File: src/rtl/cps_pkg.sv
`timescale 1ns / 1ps
`default_nettype none
// ----------------------------------------------------------------------------
// cps_pkg
// Types, codes and constants shared by the capacity-limited prefix scan.
// ----------------------------------------------------------------------------
package cps_pkg;

	localparam int MAX_SOURCES_DEF = 1024;
	localparam int DATA_W          = 64;
	localparam int IDX_W           = 11;
	localparam int CFG_IDX_W       = 2;

	// failure index value that means no failing source
	localparam logic [IDX_W-1:0] NO_SOURCE = 11'd1024;

	localparam logic [DATA_W-1:0] CAP_RESET = {DATA_W{1'b1}};

	// configuration register indexes
	localparam logic [CFG_IDX_W-1:0] REG_CAP_SUCC_BLOCKS   = 2'd0;
	localparam logic [CFG_IDX_W-1:0] REG_CAP_PRUNE_RCPTS   = 2'd1;
	localparam logic [CFG_IDX_W-1:0] REG_CAP_TERM_PAIRS    = 2'd2;

	typedef enum logic [1:0] {
		CHK_NONE      = 2'd0,
		CHK_OVERFLOW  = 2'd1,
		CHK_PARTITION = 2'd2
	} chk_t;

	typedef enum logic [2:0] {
		ST_COMPLETE      = 3'd0,
		ST_PARTIAL       = 3'd1,
		ST_FIRST_TOO_BIG = 3'd2,
		ST_BAD_PARTITION = 3'd3,
		ST_OVERFLOW      = 3'd4
	} status_t;

	typedef struct packed {
		logic [DATA_W-1:0] successor_blocks;
		logic [DATA_W-1:0] prune_receipts;
		logic [DATA_W-1:0] terminal_pairs;
		logic [DATA_W-1:0] successor_mass;
		logic [DATA_W-1:0] pruned_mass;
		logic [DATA_W-1:0] terminal_mass;
		logic [DATA_W-1:0] source_mass;
		logic              last_source;
	} src_item_t;

	typedef struct packed {
		logic [DATA_W-1:0] run_successor_blocks;
		logic [DATA_W-1:0] run_prune_receipts;
		logic [DATA_W-1:0] run_terminal_pairs;
		logic [DATA_W-1:0] run_successor_mass;
		logic [DATA_W-1:0] run_pruned_mass;
		logic [DATA_W-1:0] run_terminal_mass;
		logic              plan_done;
		logic [2:0]        plan_status;
		logic [IDX_W-1:0]  committed_count;
		logic [IDX_W-1:0]  failure_index;
		logic [DATA_W-1:0] committed_mass;
	} res_item_t;

	typedef struct packed {
		logic [DATA_W-1:0] successor_blocks;
		logic [DATA_W-1:0] prune_receipts;
		logic [DATA_W-1:0] terminal_pairs;
	} caps_t;

	// registered source plus its precomputed three-mass sum
	typedef struct packed {
		src_item_t         item;
		logic [DATA_W-1:0] out_mass;
		logic              out_mass_ovf;
	} prep_t;

endpackage
`default_nettype wire

File: src/rtl/cps_in_stage.sv
`timescale 1ns / 1ps
`default_nettype none
// ----------------------------------------------------------------------------
// cps_in_stage
// Input register: captures a source and the sum of its three output masses.
// ----------------------------------------------------------------------------
module cps_in_stage (
	input  wire logic               clk,
	input  wire logic               arst_n,
	input  wire logic               load,
	input  wire logic               move,
	input  wire cps_pkg::src_item_t src_item,
	output logic                    valid_s1,
	output cps_pkg::prep_t          prep_s1
);

	localparam int DW = cps_pkg::DATA_W;

	logic [DW:0] part;
	logic [DW:0] whole;

	assign part  = {1'b0, src_item.successor_mass} + {1'b0, src_item.pruned_mass};
	assign whole = {1'b0, part[DW-1:0]} + {1'b0, src_item.terminal_mass};

	always_ff @(posedge clk or negedge arst_n) begin
		if (!arst_n) begin
			valid_s1 <= 1'b0;
		end else if (load) begin
			valid_s1 <= 1'b1;
		end else if (move) begin
			valid_s1 <= 1'b0;
		end
	end

	always_ff @(posedge clk) begin
		if (load) begin
			prep_s1.item         <= src_item;
			prep_s1.out_mass     <= whole[DW-1:0];
			prep_s1.out_mass_ovf <= part[DW] | whole[DW];
		end
	end

endmodule
`default_nettype wire

File: src/rtl/cps_scan_core.sv
`timescale 1ns / 1ps
`default_nettype none
// ----------------------------------------------------------------------------
// cps_scan_core
// Page state and per-source update: running totals, partition check,
// capacity-fitting prefix and the closing plan result.
// ----------------------------------------------------------------------------
module cps_scan_core #(
	parameter int MAX_SOURCES = cps_pkg::MAX_SOURCES_DEF
) (
	input  wire logic               clk,
	input  wire logic               arst_n,
	input  wire logic               adv,
	input  wire cps_pkg::prep_t     prep,
	input  wire cps_pkg::caps_t     caps,
	output cps_pkg::res_item_t      result
);

	localparam int DW    = cps_pkg::DATA_W;
	localparam int IW    = cps_pkg::IDX_W;
	localparam int POS_W = $clog2(MAX_SOURCES + 1);
	localparam logic [POS_W-1:0] POS_MAX = POS_W'(MAX_SOURCES);

	logic [5:0][DW-1:0] tot_q, tot_d;
	logic [DW-1:0]      mass_sum_q, mass_sum_d;
	logic [DW-1:0]      decl_q, decl_d;
	logic [POS_W-1:0]   pos_q, pos_d;
	cps_pkg::chk_t      chk_q, chk_d;
	logic [POS_W-1:0]   chk_pos_q, chk_pos_d;
	logic               ovf_seen_q, ovf_seen_d;
	logic [POS_W-1:0]   ovf_pos_q, ovf_pos_d;
	logic               broken_q, broken_d;
	logic [POS_W-1:0]   plen_q, plen_d;
	logic [DW-1:0]      pmass_q, pmass_d;
	logic               too_long_q, too_long_d;

	logic [5:0][DW-1:0] inc;
	logic [5:0][DW:0]   tsum;
	logic [5:0]         carry;
	logic [DW:0]        dsum;
	logic [DW-1:0]      mass_sum_inc;
	logic [POS_W-1:0]   pos_inc;
	logic               fits;

	assign inc[0] = prep.item.successor_blocks;
	assign inc[1] = prep.item.prune_receipts;
	assign inc[2] = prep.item.terminal_pairs;
	assign inc[3] = prep.item.successor_mass;
	assign inc[4] = prep.item.pruned_mass;
	assign inc[5] = prep.item.terminal_mass;

	always_comb begin
		for (int k = 0; k < 6; k++) begin
			tsum[k]  = {1'b0, tot_q[k]} + {1'b0, inc[k]};
			carry[k] = tsum[k][DW];
		end
	end

	assign dsum         = {1'b0, decl_q} + {1'b0, prep.item.source_mass};
	assign mass_sum_inc = mass_sum_q + prep.out_mass;
	assign pos_inc      = pos_q + POS_W'(1);
	assign fits         = (tsum[0][DW-1:0] <= caps.successor_blocks) &&
	                      (tsum[1][DW-1:0] <= caps.prune_receipts) &&
	                      (tsum[2][DW-1:0] <= caps.terminal_pairs);

	always_comb begin
		tot_d      = tot_q;
		mass_sum_d = mass_sum_q;
		decl_d     = decl_q;
		pos_d      = pos_q;
		chk_d      = chk_q;
		chk_pos_d  = chk_pos_q;
		ovf_seen_d = ovf_seen_q;
		ovf_pos_d  = ovf_pos_q;
		broken_d   = broken_q;
		plen_d     = plen_q;
		pmass_d    = pmass_q;
		too_long_d = too_long_q;

		if (pos_q >= POS_MAX) begin
			too_long_d = 1'b1;
		end else begin
			if (chk_q == cps_pkg::CHK_NONE) begin
				if (prep.out_mass_ovf || dsum[DW]) begin
					chk_d     = cps_pkg::CHK_OVERFLOW;
					chk_pos_d = pos_q;
				end else if (prep.out_mass != prep.item.source_mass) begin
					chk_d     = cps_pkg::CHK_PARTITION;
					chk_pos_d = pos_q;
				end else begin
					decl_d = dsum[DW-1:0];
				end
			end
			if (!ovf_seen_q) begin
				if (|carry) begin
					ovf_seen_d = 1'b1;
					ovf_pos_d  = pos_q;
				end else begin
					for (int k = 0; k < 6; k++) begin
						tot_d[k] = tsum[k][DW-1:0];
					end
					mass_sum_d = mass_sum_inc;
					if (!broken_q) begin
						if (fits) begin
							plen_d  = pos_inc;
							pmass_d = mass_sum_inc;
						end else begin
							broken_d = 1'b1;
						end
					end
				end
			end
			pos_d = pos_inc;
		end
	end

	always_comb begin
		result.run_successor_blocks = tot_d[0];
		result.run_prune_receipts   = tot_d[1];
		result.run_terminal_pairs   = tot_d[2];
		result.run_successor_mass   = tot_d[3];
		result.run_pruned_mass      = tot_d[4];
		result.run_terminal_mass    = tot_d[5];
		result.plan_done            = prep.item.last_source;
		result.plan_status          = cps_pkg::ST_COMPLETE;
		result.committed_count      = '0;
		result.failure_index        = cps_pkg::NO_SOURCE;
		result.committed_mass       = '0;
		if (prep.item.last_source) begin
			priority if (too_long_d) begin
				result.plan_status   = cps_pkg::ST_OVERFLOW;
				result.failure_index = '0;
			end else if (chk_d == cps_pkg::CHK_OVERFLOW) begin
				result.plan_status   = cps_pkg::ST_OVERFLOW;
				result.failure_index = IW'(chk_pos_d);
			end else if (chk_d == cps_pkg::CHK_PARTITION) begin
				result.plan_status   = cps_pkg::ST_BAD_PARTITION;
				result.failure_index = IW'(chk_pos_d);
			end else if (ovf_seen_d) begin
				result.plan_status   = cps_pkg::ST_OVERFLOW;
				result.failure_index = IW'(ovf_pos_d);
			end else if (plen_d == '0) begin
				result.plan_status   = cps_pkg::ST_FIRST_TOO_BIG;
			end else begin
				result.plan_status     = (plen_d == pos_d) ? cps_pkg::ST_COMPLETE
				                                           : cps_pkg::ST_PARTIAL;
				result.committed_count = IW'(plen_d);
				result.committed_mass  = pmass_d;
			end
		end
	end

	always_ff @(posedge clk or negedge arst_n) begin
		if (!arst_n) begin
			tot_q      <= '0;
			mass_sum_q <= '0;
			decl_q     <= '0;
			pos_q      <= '0;
			chk_q      <= cps_pkg::CHK_NONE;
			chk_pos_q  <= '0;
			ovf_seen_q <= 1'b0;
			ovf_pos_q  <= '0;
			broken_q   <= 1'b0;
			plen_q     <= '0;
			pmass_q    <= '0;
			too_long_q <= 1'b0;
		end else if (adv) begin
			if (prep.item.last_source) begin
				// close the page: start the next one from clean state
				tot_q      <= '0;
				mass_sum_q <= '0;
				decl_q     <= '0;
				pos_q      <= '0;
				chk_q      <= cps_pkg::CHK_NONE;
				chk_pos_q  <= '0;
				ovf_seen_q <= 1'b0;
				ovf_pos_q  <= '0;
				broken_q   <= 1'b0;
				plen_q     <= '0;
				pmass_q    <= '0;
				too_long_q <= 1'b0;
			end else begin
				tot_q      <= tot_d;
				mass_sum_q <= mass_sum_d;
				decl_q     <= decl_d;
				pos_q      <= pos_d;
				chk_q      <= chk_d;
				chk_pos_q  <= chk_pos_d;
				ovf_seen_q <= ovf_seen_d;
				ovf_pos_q  <= ovf_pos_d;
				broken_q   <= broken_d;
				plen_q     <= plen_d;
				pmass_q    <= pmass_d;
				too_long_q <= too_long_d;
			end
		end
	end

endmodule
`default_nettype wire

File: src/rtl/capacity_limited_prefix_scan.sv
`timescale 1ns / 1ps
`default_nettype none
// ----------------------------------------------------------------------------
// capacity_limited_prefix_scan
// Streams one page of sources, emitting inclusive running totals per source
// and a plan result (status, committed prefix, failure index) on the last one.
// ----------------------------------------------------------------------------
// Path: a source passes the input register, then the page-state update into
//   the result register, before its result can transfer.
// Throughput: one source per cycle, back to back while results do not stall;
//   the page-state update (64-bit adds, capacity compares) is combinational.
// Reset: arst_n clears all page state and the handshake, and sets the three
//   capacity registers to all ones. No clearing pass is needed.
// ----------------------------------------------------------------------------
module capacity_limited_prefix_scan #(
	parameter int MAX_SOURCES = cps_pkg::MAX_SOURCES_DEF
) (
	input  wire logic                            clk,
	input  wire logic                            arst_n,
	// configuration write port
	input  wire logic                            cfg_we,
	input  wire logic [cps_pkg::CFG_IDX_W-1:0]   cfg_index,
	input  wire logic [cps_pkg::DATA_W-1:0]      cfg_data,
	// source channel
	input  wire logic                            src_valid,
	output logic                                 src_stall,
	input  wire cps_pkg::src_item_t              src_item,
	// result channel
	output logic                                 res_valid,
	input  wire logic                            res_stall,
	output cps_pkg::res_item_t                   res_item
);

	cps_pkg::caps_t     caps_q;
	cps_pkg::prep_t     prep_s1;
	cps_pkg::res_item_t result;
	logic               valid_s1;
	logic               move_s1;
	logic               src_take;

	// Capacity registers. Writes to an index past the list are dropped.
	always_ff @(posedge clk or negedge arst_n) begin
		if (!arst_n) begin
			caps_q.successor_blocks <= cps_pkg::CAP_RESET;
			caps_q.prune_receipts   <= cps_pkg::CAP_RESET;
			caps_q.terminal_pairs   <= cps_pkg::CAP_RESET;
		end else if (cfg_we) begin
			unique case (cfg_index)
				cps_pkg::REG_CAP_SUCC_BLOCKS: caps_q.successor_blocks <= cfg_data;
				cps_pkg::REG_CAP_PRUNE_RCPTS: caps_q.prune_receipts   <= cfg_data;
				cps_pkg::REG_CAP_TERM_PAIRS:  caps_q.terminal_pairs   <= cfg_data;
				default: ;
			endcase
		end
	end

	// Advance the staged source whenever the result register is empty or
	// its result transfers this cycle. The page state updates on that move,
	// so each source touches the state exactly once.
	assign move_s1   = valid_s1 && (!res_valid || !res_stall);
	// Hold off the source side only when the staged source cannot advance;
	// an empty input register still takes a source while a result waits.
	assign src_stall = valid_s1 && !move_s1;
	assign src_take  = src_valid && !src_stall;

	cps_in_stage u_in_stage (
		.clk      (clk),
		.arst_n   (arst_n),
		.load     (src_take),
		.move     (move_s1),
		.src_item (src_item),
		.valid_s1 (valid_s1),
		.prep_s1  (prep_s1)
	);

	cps_scan_core #(
		.MAX_SOURCES (MAX_SOURCES)
	) u_scan_core (
		.clk    (clk),
		.arst_n (arst_n),
		.adv    (move_s1),
		.prep   (prep_s1),
		.caps   (caps_q),
		.result (result)
	);

	// Result register: load on a move, drop valid once the result transfers.
	always_ff @(posedge clk or negedge arst_n) begin
		if (!arst_n) begin
			res_valid <= 1'b0;
		end else if (move_s1) begin
			res_valid <= 1'b1;
		end else if (!res_stall) begin
			res_valid <= 1'b0;
		end
	end

	always_ff @(posedge clk) begin
		if (move_s1) begin
			res_item <= result;
		end
	end

endmodule
`default_nettype wire
File: config.mk
export PLATFORM = sky130hd
export DESIGN_NAME = capacity_limited_prefix_scan
export DESIGN_NICKNAME = d
export VERILOG_FILES = /design/src/rtl/cps_pkg.sv /design/src/rtl/cps_in_stage.sv /design/src/rtl/cps_scan_core.sv /design/src/rtl/capacity_limited_prefix_scan.sv
export SDC_FILE = /design/constraint.sdc
export NUM_CORES = 2
export LEC_CHECK = 0
export BUFFER_PORTS_ARGS = -buffer_cell sky130_fd_sc_hd__buf_2
export CORE_MARGIN = 5
export CORE_UTILIZATION = 55
export DETAILED_ROUTE_END_ITERATION = 8
export GPL_TIMING_DRIVEN = 0
export PLACE_DENSITY_LB_ADDON = 0.1
export SYNTH_ARGS = -nofsm -noshare
export SYNTH_HDL_FRONTEND = slang
export SYNTH_SLANG_ARGS = --single-unit
File: constraint.sdc
create_clock -name clk -period 16.25 [get_ports clk]
set_input_delay 0.8125 -clock clk [delete_from_list [all_inputs] [get_ports clk]]
set_output_delay 0.8125 -clock clk [all_outputs]
set_load 0.02 [all_outputs]
==> impl_metrics.json <==
{
  "drc": 0,
  "yosysSeqAreaShare_pct": 47.8,
  "clk_pin_slew_ns": 0.06,
  "cts_sinks": 1807,
  "drive_above_1_share_pct": 20.1,
  "hold_viol_final": 0,
  "synthFlopType": "edfxtp_1",
  "die_h_um": 448,
  "cts_resized": 0,
  "setup_viol_count_final": 0,
  "core_um2": 190000,
  "slowest_stage": "o31ai_1",
  "synthSimpleGateAreaFrac_pct": 8.64,
  "clockBufferDepth": 3,
  "hold-path-endpoint": "u_in_stage.prep_s1[355]",
  "dieArea_um2": 201000,
  "fin_worst_skew_ns": 0.0469,
  "synth_enable_flop_cells": 988,
  "hp-class": "in2reg",
  "wl_per_cell_um": 29.1,
  "wl_met3_mm": 38.6,
  "num-fill-cells": 15200,
  "synth_xor_xnor_area_share_pct": 5.46,
  "drt_pre_antenna_iters": 5,
  "io_buffer_count": 995,
  "numCtsBuffers": 194,
  "synthAdderAreaFrac_pct": 10.1,
  "antenna_found_initial": 138,
  "dp_hpwl_mm": 313,
  "synth_top_cell_area_share_pct": 28.1,
  "leakagePower_nw": 54.7,
  "layout_commonest_cell": "buf_2",
  "place_area_um2": 114000,
  "gpl.final_weighted_congestion": 1.02,
  "syn_avg_cell_area_um2": 11.1,
  "reg2reg_depth": 28,
  "r2r-end": "res_item[48]",
  "relSlewSlack_pct": 0.547,
  "holdPathStages": 1,
  "area_delta_synth_final_pct": 15.1,
  "via_count": 86100,
  "cp-start-kind": "flip-flop",
  "totalWireLength_mm": 392,
  "vias_per_cell": 6.38,
  "synth_top_family_by_area": "compound AO/OA/AOI/OAI gates",
  "ys_ff_latch": 1807,
  "seq_area_um2": 50400,
  "io_pins": 996,
  "grt_pass1_vias": 82700,
  "cp_data_arrival_time_ns": 12.09,
  "finalMaxSlewViolations": 0,
  "synth_area_leaders": "edfxtp_1 (28%), dfrtp_1 (15%), ha_1 (9.9%), mux2_2 (5.3%), dfstp_2 (4.8%)",
  "min_from": "src_item[290]",
  "cpPeakStageDelay_ns": 0.80,
  "final_antenna_net_count": 0,
  "startpoint": "u_scan_core.tot_q[0]",
  "htree_levels": 4,
  "synth_cells": 9493,
  "r2r_start": "u_scan_core.tot_q[0]",
  "grt_setup_unrepaired": "false",
  "ctsRootBufferMaster": "clkbuf_16",
  "clock_latency_ns": 0.87,
  "violations": "capacitance limit",
  "synth_compound_area_share_pct": 19.0,
  "grt_first_pass_wirelength_mm": 553,
  "start_util_pct": 55.4,
  "r2r_slack_ns": 4.70,
  "fin_crit_ns": 11.55,
  "met2_length_mm": 169,
  "fin_util_pct": 63.8,
  "drt-met1-wl_mm": 152,
  "cp.required_ns": 16.80,
  "crit_fanout": 10,
  "final_cell_mix": "buf_2 (1079), edfxtp_1 (988), ha_1 (836)",
  "maxCapViolCount": 2,
  "outcome": "finished, violations left",
  "drt-initial-drc-count": 9093,
  "grt_usage_pct": 37.8,
  "grt_start_max_net_pins": 121,
  "synthArstFlopShare_pct": 45.3,
  "p_total_mw": 24.5,
  "placementRows": 160,
  "max_freq_mhz": 86.6,
  "worst_slew_pin_slew_ns": 1.48,
  "critPathCaptureType": "flip-flop",
  "nets": 12100,
  "grt-ovfl-total": 0,
  "synth_area_um2": 105000,
  "yosysTopAreaCell": "edfxtp_1",
  "multi_input_area_um2": 52100,
  "synth_cell_type_count": 89,
  "synth_mux_area_share_pct": 6.20,
  "vdd_drop_max_mv": 0.138,
  "synth_nets": 10900,
  "powerDensity_nw_per_um2": 202,
  "die_w_um": 448,
  "ys.warnings.count": 0,
  "path_class": "reg2reg",
  "cts_tree": "done",
  "routed.top_layer": "met5",
  "period_share_pct": 71.0,
  "fin_area_um2": 121000
}
[layout make-up]
class,instances,share of cell area [%]
Inverter,397,1.23
Clock inverter,120,1.25
Multi-Input combinational cell,6923,42.9
Clock buffer,248,4.40
Antenna cell,85,0.175
Sequential cell,1807,41.5
Tap cell,2511,2.59
Timing Repair Buffer,1027,4.69
Buffer,366,1.23
[how the worst max path moves through the flow]
stage	to	depth (start not counted)	slack (ns)
floorplan	u_in_stage.prep_s1[0]	2	2.77
global placement	u_scan_core.tot_q[330]	1	-4.50
detailed placement	res_item[51]	28	5.36
CTS	res_item[51]	28	5.22
global route	res_item[48]	28	4.74
finish	res_item[48]	28	4.70
[layer usage]
layer,vias to the layer above,track usage (%)
li1,38400,-
met1,42500,48.6
met2,4223,56.2
met3,928,9.54
met4,52,26.1
met5,-,0.757
[where the power goes]
part / switching (mW) / total [mW] / internal, mW
clock network: 2.02 / 4.78 / 2.76
logic: 7.72 / 12.4 / 4.66
registers: 0.827 / 7.34 / 6.51
total: 10.6 / 24.5 / 13.9
[cells in the mapped netlist (15+ instances only)]
library cell	number
buf_2	83
o31ai_1	38
a21oi_1	719
clkbuf_1	279
nand3_1	150
and4_1	23
a31o_2	18
a22o_1	498
edfxtp_1	988
xor2_1	273
or3_1	21
nor4_1	56
nand4_1	132
o21ai_0	488
a211oi_1	93
a41oi_1	18
dfrtp_1	627
nor2_1	468
mux2i_1	91
a31oi_1	75
o22ai_1	30
or2_2	24
and2_1	47
a211o_1	19
inv_1	396
ha_1	836
a221o_1	17
a221oi_1	30
nand2b_1	91
nor3_1	149
nor3b_1	15
o211ai_1	55
o21a_1	63
nand2_1	520
nor2b_1	74
mux2_2	497
o21bai_1	115
a21boi_0	19
and3_1	80
a21o_1	463
xnor2_1	384
dfstp_2	192
a2111oi_0	27
[worst max-delay path, delay by kind of cell, from the launching register on]
family                     cells  cell delay [ns]
buffers and inverters          3             0.96
AOI/OAI and AO/OA             14             5.65
DFF                            1             0.39
adders and majority gates      3             0.78
and+or+nand+nor                7             3.09
muxes                          1             0.30
[kinds of logic after synthesis]
family / after synthesis
xor gates and xnor gates: 657
adders and majority gates: 846
buffers and inverters: 763
DFF: 1807
muxes: 591
AOI/OAI and AO/OA: 2942
and+or+nand+nor: 1887
[sequential cells by signal (all words and copies together) (netlist names), 2 cells and up]
| signal | count |
|---|---|
| u_scan_core.tot_q | 384 |
| u_scan_core.decl_q | 64 |
| u_scan_core.mass_sum_q | 64 |
| res_item | 474 |
| u_scan_core.chk_q | 2 |
| u_scan_core.pos_q | 11 |
| u_scan_core.pmass_q | 64 |
| u_scan_core.ovf_pos_q | 11 |
| caps_q | 192 |
| u_scan_core.plen_q | 11 |
| u_scan_core.chk_pos_q | 11 |
| u_in_stage.prep_s1 | 514 |
[stage by stage]
| stage | hold WS (ns) | setup WS, ns | instances | setup TNS [ns] |
|---|---|---|---|---|
| after CTS | 0.0589 | 5.22 | 13400 | 0 |
| after global routing | 0.0788 | 4.74 | 13400 | 0 |
| after floorplan | 0.444 | 2.77 | 9493 | 0 |
| final | 0.114 | 4.70 | 13500 | 0 |
| after global placement | 0.462 | -4.50 | 13000 | -4765.68 |
| after detailed placement | 0.470 | 5.36 | 13000 | 0 |
[repair_timing]
action                    4_1_cts  5_1_grt
buffers inserted                0        0
hold buffers                    1        0
hold endpoints to repair       14        0
No activity file was read; power rests on OpenSTA's default activity.
